===== config.mk =====
export PLATFORM = sky130hd
export DESIGN_NAME = bfds_ctrl
export DESIGN_NICKNAME = d
export VERILOG_FILES = /design/src/sv/bfds_pkg.sv /design/src/sv/bfds_ctrl.sv
export SDC_FILE = /design/constraint.sdc
export NUM_CORES = 1
export LEC_CHECK = 0
export BUFFER_PORTS_ARGS = -buffer_cell sky130_fd_sc_hd__buf_2
export CAP_MARGIN = 20
export CORE_MARGIN = 1
export CORE_UTILIZATION = 45
export DETAILED_ROUTE_END_ITERATION = 7
export GPL_TIMING_DRIVEN = 0
export PLACE_DENSITY = 0.7
export SYNTH_ARGS = -nofsm -noshare
export SYNTH_HDL_FRONTEND = slang
export SYNTH_SLANG_ARGS = --single-unit

===== constraint.sdc =====
create_clock -name i_clk -period 4.35 [get_ports i_clk]
set_input_delay 0.87 -clock i_clk [delete_from_list [all_inputs] [get_ports i_clk]]
set_output_delay 0.87 -clock i_clk [all_outputs]
set_load 0.02 [all_outputs]

===== src/sv/bfds_pkg.sv =====
// Shared types and constants of the box filter downscaler.
// No dependencies; every other file of the block but bfds_ram uses this package.
package bfds_pkg;

    localparam int PIX_W      = 8;
    localparam int FACTOR_W   = 5;
    localparam int SIZE_W     = 9;
    localparam int ROW_W      = 8;
    localparam int HEIGHT_LIM = 256;
    localparam int ADDR_W     = 4;
    localparam int REG_IDX_W  = 2;
    localparam int DATA_W     = 32;
    localparam int NUM_CH     = 4;

    localparam logic [REG_IDX_W-1:0] REG_FACTOR = 2'd0;
    localparam logic [REG_IDX_W-1:0] REG_WIDTH  = 2'd1;
    localparam logic [REG_IDX_W-1:0] REG_HEIGHT = 2'd2;

    typedef logic [PIX_W-1:0] t_chan;

    typedef struct packed {
        logic accept;
        logic phase_first;
        logic phase_last;
        logic row_first;
        logic emit;
        logic frame_end;
        logic recip_start;
    } t_dp_cmd;

    typedef struct packed {
        logic pipe_room;
        logic recip_busy;
    } t_dp_status;

endpackage


===== src/sv/bfds_ctrl.sv =====
// Controller: configuration registers, block and frame position counters,
// and the start-up sequence that waits for the reciprocal. Depends on bfds_pkg.
module bfds_ctrl #(
    parameter int MAX_DST_WIDTH = 256,
    parameter int MAX_FACTOR    = 16
) (
    input  logic                                         i_clk,
    input  logic                                         i_rst_n,
    input  logic                                         i_psel,
    input  logic                                         i_penable,
    input  logic                                         i_pwrite,
    input  logic [bfds_pkg::ADDR_W-1:0]                  i_paddr,
    input  logic [bfds_pkg::DATA_W-1:0]                  i_pwdata,
    output logic [bfds_pkg::DATA_W-1:0]                  o_prdata,
    input  logic                                         i_in_valid,
    output logic                                         o_in_ready,
    input  bfds_pkg::t_dp_status                         i_status,
    output bfds_pkg::t_dp_cmd                            o_cmd,
    output logic [(MAX_DST_WIDTH > 1 ? $clog2(MAX_DST_WIDTH) : 1)-1:0] o_col,
    output logic [$clog2(MAX_FACTOR+1)-1:0]              o_factor
);
    import bfds_pkg::*;

    localparam int CW = (MAX_DST_WIDTH > 1) ? $clog2(MAX_DST_WIDTH) : 1;
    localparam int PW = (MAX_FACTOR > 1) ? $clog2(MAX_FACTOR) : 1;
    localparam int FW = $clog2(MAX_FACTOR + 1);

    typedef enum logic [2:0] {
        ST_START = 3'b001,
        ST_WAIT  = 3'b010,
        ST_RUN   = 3'b100
    } t_state;

    t_state                r_state, n_state;
    logic [FACTOR_W-1:0]   r_factor, n_factor;
    logic [SIZE_W-1:0]     r_width,  n_width;
    logic [SIZE_W-1:0]     r_height, n_height;
    logic [CW-1:0]         r_col,    n_col;
    logic [PW-1:0]         r_cphase, n_cphase;
    logic [PW-1:0]         r_rphase, n_rphase;
    logic [ROW_W-1:0]      r_row,    n_row;

    logic [FW-1:0]         f_eff;
    logic [PW-1:0]         f_last;
    logic [CW-1:0]         w_last;
    logic [ROW_W-1:0]      h_last;
    logic                  accept;
    logic                  cfg_wr;
    logic                  cfg_hit;
    logic [REG_IDX_W-1:0]  cfg_idx;

    // Out-of-range register values act as the nearest legal value.
    always_comb begin
        if (r_factor < FACTOR_W'(2)) begin
            f_eff = FW'(2);
        end else if (32'(r_factor) > MAX_FACTOR) begin
            f_eff = FW'(MAX_FACTOR);
        end else begin
            f_eff = FW'(r_factor);
        end
        f_last = PW'(32'(f_eff) - 1);

        if (r_width == '0) begin
            w_last = '0;
        end else if (32'(r_width) > MAX_DST_WIDTH) begin
            w_last = CW'(MAX_DST_WIDTH - 1);
        end else begin
            w_last = CW'(r_width - 1'b1);
        end

        if (r_height == '0) begin
            h_last = '0;
        end else if (32'(r_height) > HEIGHT_LIM) begin
            h_last = ROW_W'(HEIGHT_LIM - 1);
        end else begin
            h_last = ROW_W'(r_height - 1'b1);
        end
    end

    assign o_in_ready = (r_state == ST_RUN) && i_status.pipe_room;
    assign accept     = i_in_valid && o_in_ready;
    assign cfg_wr     = i_psel && i_penable && i_pwrite;
    assign cfg_idx    = i_paddr[ADDR_W-1:ADDR_W-REG_IDX_W];

    always_comb begin
        o_cmd.accept      = accept;
        o_cmd.phase_first = (r_cphase == '0);
        o_cmd.phase_last  = (r_cphase == f_last);
        o_cmd.row_first   = (r_rphase == '0);
        o_cmd.emit        = (r_cphase == f_last) && (r_rphase == f_last);
        o_cmd.frame_end   = o_cmd.emit && (r_row == h_last) && (r_col == w_last);
        o_cmd.recip_start = (r_state == ST_START);
    end

    assign o_col    = r_col;
    assign o_factor = f_eff;

    always_comb begin
        case (cfg_idx)
            REG_FACTOR: o_prdata = DATA_W'(r_factor);
            REG_WIDTH:  o_prdata = DATA_W'(r_width);
            REG_HEIGHT: o_prdata = DATA_W'(r_height);
            default:    o_prdata = '0;
        endcase
    end

    always_comb begin
        n_state  = r_state;
        n_factor = r_factor;
        n_width  = r_width;
        n_height = r_height;
        n_col    = r_col;
        n_cphase = r_cphase;
        n_rphase = r_rphase;
        n_row    = r_row;
        cfg_hit  = 1'b0;

        case (r_state)
            ST_START: n_state = ST_WAIT;
            ST_WAIT: begin
                if (!i_status.recip_busy) begin
                    n_state = ST_RUN;
                end
            end
            ST_RUN:   n_state = ST_RUN;
            default:  n_state = ST_START;
        endcase

        if (accept) begin
            if (r_cphase == f_last) begin
                n_cphase = '0;
                if (r_col == w_last) begin
                    n_col = '0;
                    if (r_rphase == f_last) begin
                        n_rphase = '0;
                        n_row    = (r_row == h_last) ? '0 : r_row + 1'b1;
                    end else begin
                        n_rphase = r_rphase + 1'b1;
                    end
                end else begin
                    n_col = r_col + 1'b1;
                end
            end else begin
                n_cphase = r_cphase + 1'b1;
            end
        end

        if (cfg_wr) begin
            case (cfg_idx)
                REG_FACTOR: begin
                    n_factor = i_pwdata[FACTOR_W-1:0];
                    cfg_hit  = 1'b1;
                end
                REG_WIDTH: begin
                    n_width = i_pwdata[SIZE_W-1:0];
                    cfg_hit = 1'b1;
                end
                REG_HEIGHT: begin
                    n_height = i_pwdata[SIZE_W-1:0];
                    cfg_hit  = 1'b1;
                end
                default: cfg_hit = 1'b0;
            endcase
        end

        // A register write restarts the frame and recomputes the reciprocal.
        if (cfg_hit) begin
            n_col    = '0;
            n_cphase = '0;
            n_rphase = '0;
            n_row    = '0;
            n_state  = ST_START;
        end
    end

    always_ff @(posedge i_clk) begin
        if (!i_rst_n) begin
            r_state  <= ST_START;
            r_factor <= FACTOR_W'(2);
            r_width  <= SIZE_W'(128);
            r_height <= SIZE_W'(128);
            r_col    <= '0;
            r_cphase <= '0;
            r_rphase <= '0;
            r_row    <= '0;
        end else begin
            r_state  <= n_state;
            r_factor <= n_factor;
            r_width  <= n_width;
            r_height <= n_height;
            r_col    <= n_col;
            r_cphase <= n_cphase;
            r_rphase <= n_rphase;
            r_row    <= n_row;
        end
    end
endmodule


==> results by group <==
Power and ir drop
  • Flop pwr share: 46.1%
  • Power Density: 238 mW/mm^2
  • Net Sw Frac: 25.9%
  • Combinational Power Share: 14.7%
  • Clock network power share: 39.2%
  • Sw power: ~0.00026 W
  • Internal power: 0.000757 W
  • Peak VDD IR: between 0.0001 and 0.00015 V
  • Leakage power: 1.78 nW

Timing
  • Count of final setup violators: 0
  • Fmax: ~250 MHz
  • Setup Skew: around 0.014 ns
  • Tmin final: 4.08 ns
  • Unrepaired setup endpoints after global routing: no
  • Final Cycle Share: 93.8%
  • Final setup TNS: 0 ns
  • Max-slew headroom: 31.1%
  • Tightest Pin Transition: 1.03 ns
  • Pins Over Slew Limit: 0
  • Final Hold Viols: 0
  • Fin Hold WS: approximately 0.51 ns

CTS
  • Worst-skew pair later-pin latency: 0.31 ns
  • Depth of the CTS H-tree: 2
  • CTS hold repair buffers: 0
  • CTS Buffer Depth: 2
  • Clk pin slew, worst setup/hold paths: around 0.10 ns
  • Inserted Clock Buffers: 5
  • Clock root buffer master: clkbuf_8
  • CTS tree: done
  • CTS sink count: 50

Place
  • RePlAce Congestion: 0.927
  • Port Buffer Count: 48
  • DP Wirelength: 6.85 mm

Global routing
  • All-Layer GR Usage: 21.9%
  • Total congestion overflow: 0
  • Largest net degree at the start of global routing: 17
  • Vias in the first global route: 3134
  • Initial antenna violation count: 0
  • First-pass GRT wire length: 15.1 mm

Finish
  • Layout cells sized above 1: 18.5%
  • Area delta synth->final: 17.0%
  • Area of the multi-input gates: 0.00240 mm^2
  • Reg area: 0.00100 mm^2
  • ANT cells: 0
  • Filler instances: around 770
  • Nets: 594
  • Finished Core Util: a little over half

Route
  • Drt first pass iters: 5
  • Wire length per cell: around 14 um
  • Drt total wl: 9.09 mm
  • DR iter-0 viols: 189
  • Vias: ~3500
  • ANT nets after route: 0
  • DR DRC count: 0
  • Vias per std cell: 5.48

Floorplan
  • Die Height: 92.2 um
  • Number of top-level pins: between 90 and 100
  • Die area: 0.00851 mm^2
  • Initial Utilization: 46.9%
  • Die width: just over 90 um
  • Cell row count: 32
  • Core area: 0.00781 mm^2

Synth
  • Async S/R FF share, synth: 0%
  • FF+latch count, synth: 50
  • Sequential share of the synthesized area: 27.3%
  • Ys Warns: 0
  • Netlist cell types: between 60 and 70
  • Cells after Synth: 463
  • Dominant synthesized flop cell: dfxtp_1
  • Post-synth EDFFs: 0
  • Syn Area/Cell: 7.91 um^2
  • Post-Syn Area: 0.00366 mm^2

Worst hold path
  • Hold crit path type: flip-flop to flip-flop

Setup path
  • Startpoint types: flip-flop
  • Crit path largest cell delay: 0.57 ns
  • Cell Chain, Critical Path: inv_1, ha_1, or4b_1, or4_1, a32oi_1, a2111oi_2, and4_1, and3_1, buf_2
  • Critical Path RT: 3.48 ns
  • Arrival time at the worst endpoint: around 3.2 ns
  • Critical-path top delay cell: or4b_1
  • Crit end category: output pin
  • Worst path bufs/invs: 2
  • Crit path max fanout: 10
  • Delay-heaviest family, CP: simple AND/OR/NAND/NOR gates
  • Critical path class: flip-flop to output pin

Job
  • Max_cap viols: 0

Run status
  • Status: finished clean
[flip-flops by register name, indices dropped and copies added (netlist names)]
name and count:
r_state 3, r_rphase 4, r_cphase 4, r_height 9, r_width 9, o_col 8
r_row 8, r_factor 5
[worst register-to-register path, stage by stage, from the launching register on]
cell and delay [ns]:
dfxtp_1 0.53, inv_1 0.11, ha_1 0.30, or4b_1 0.29
nor2_2 0.11, maj3_1 0.38, a2111oi_2 0.44, nand4_1 0.29
o21ai_0 0.33, buf_2 0.28, o21ai_1 0.10, a22o_1 0.24
[cell usage in the layout (no fill, tap or decap), types with 13 or more instances in the layout]
cell	synthesis	final
buf_4	24	25
nand2_1	41	41
inv_1	17	17
nor2_1	38	38
dfxtp_1	50	50
nor3_1	16	16
mux2i_1	22	22
o21ai_0	17	16
a21oi_1	13	13
conb_1	1	23
nor2b_1	22	22
xnor2_1	15	15
buf_2	4	52
clkbuf_1	22	21
[worst paths after layout]
kind	cells past startpoint	start	end	slack, ns
max	9	r_width[0]	o_cmd[1]	0.27
min	1	r_row[4]	r_row[4]	0.51
max reg2reg	11	r_width[0]	r_row[7]	0.86
min reg2reg	1	r_row[4]	r_row[4]	0.51
[cell usage after synthesis, drive strengths merged, types with 8 or more instances]
master,number,area [um^2]
nor2,40,155
xor2,11,96.3
inv,17,63.8
or3,8,50.1
clkbuf,22,82.6
a21oi,13,65.1
and3,8,50.1
nor3,16,80.1
mux2i,22,220
o21ai,23,115
nand3,11,55.1
nand4,8,50.1
a21boi,10,75.1
nand2,41,154
a22o,8,70.1
nor2b,22,138
buf,30,215
xnor2,15,131
ha,9,113
dfxtp,50,1000
[power groups by stage]
| stage | clock network (W) | registers (W) | logic, W |
|---|---|---|---|
| floorplan | 0 | 0.000479 | 0.000113 |
| global placement | 0 | 0.000480 | 0.000143 |
| detailed placement | 0 | 0.000481 | 0.000146 |
| CTS | 0.000406 | 0.000470 | 0.000146 |
| global route | 0.000425 | 0.000472 | 0.000163 |
| finish | 0.000401 | 0.000470 | 0.000150 |
[logic make-up after synthesis]
group	count (synthesis)	synth area share (%)
simple gates	187	26.7
buf+inv	69	9.87
flops	50	27.3
xor+xnor	28	7.45
other cells	1	0.102
fa+ha+maj	11	3.62
compound gates	95	18.9
mux	22	6.01
[layer usage]
metal	routed length [um]	track usage [%]	share of wire, %
met1	4100	29.1	45
met4	149	6.51	1.6
met5	0	0	0
met3	499	3.73	5.5
met2	4340	36.3	48
[cell type report]
type                       instances  share of cell area [%]
buffer                            51                    6.86
timing repair buffer              50                    6.07
clock buffer                       5                    1.61
multi-input combinational        366                    56.0
clock inverter                     3                    1.61
tap                              102                    2.98
sequential                        50                    23.4
inverter                          17                    1.49
[timing repair]
item	in CTS	in global routing
resized for setup	1	4
pin swaps	0	1
setup buffers	0	1
endpoints found under the setup margin	1	1
[per-stage QoR]
stage	instance area (um^2)	std cells	power, W	setup slack (ns)
3_5_place_dp	4110	635	0.000626	0.228
2_1_floorplan	3750	485	0.000592	0.828
6_report	4290	644	0.00102	0.270
4_1_cts	4250	643	0.00102	0.0000422
3_3_place_gp	4110	635	0.000623	0.335
5_1_grt	4290	644	0.00106	0.0129
(Power assumes the default switching activity.)
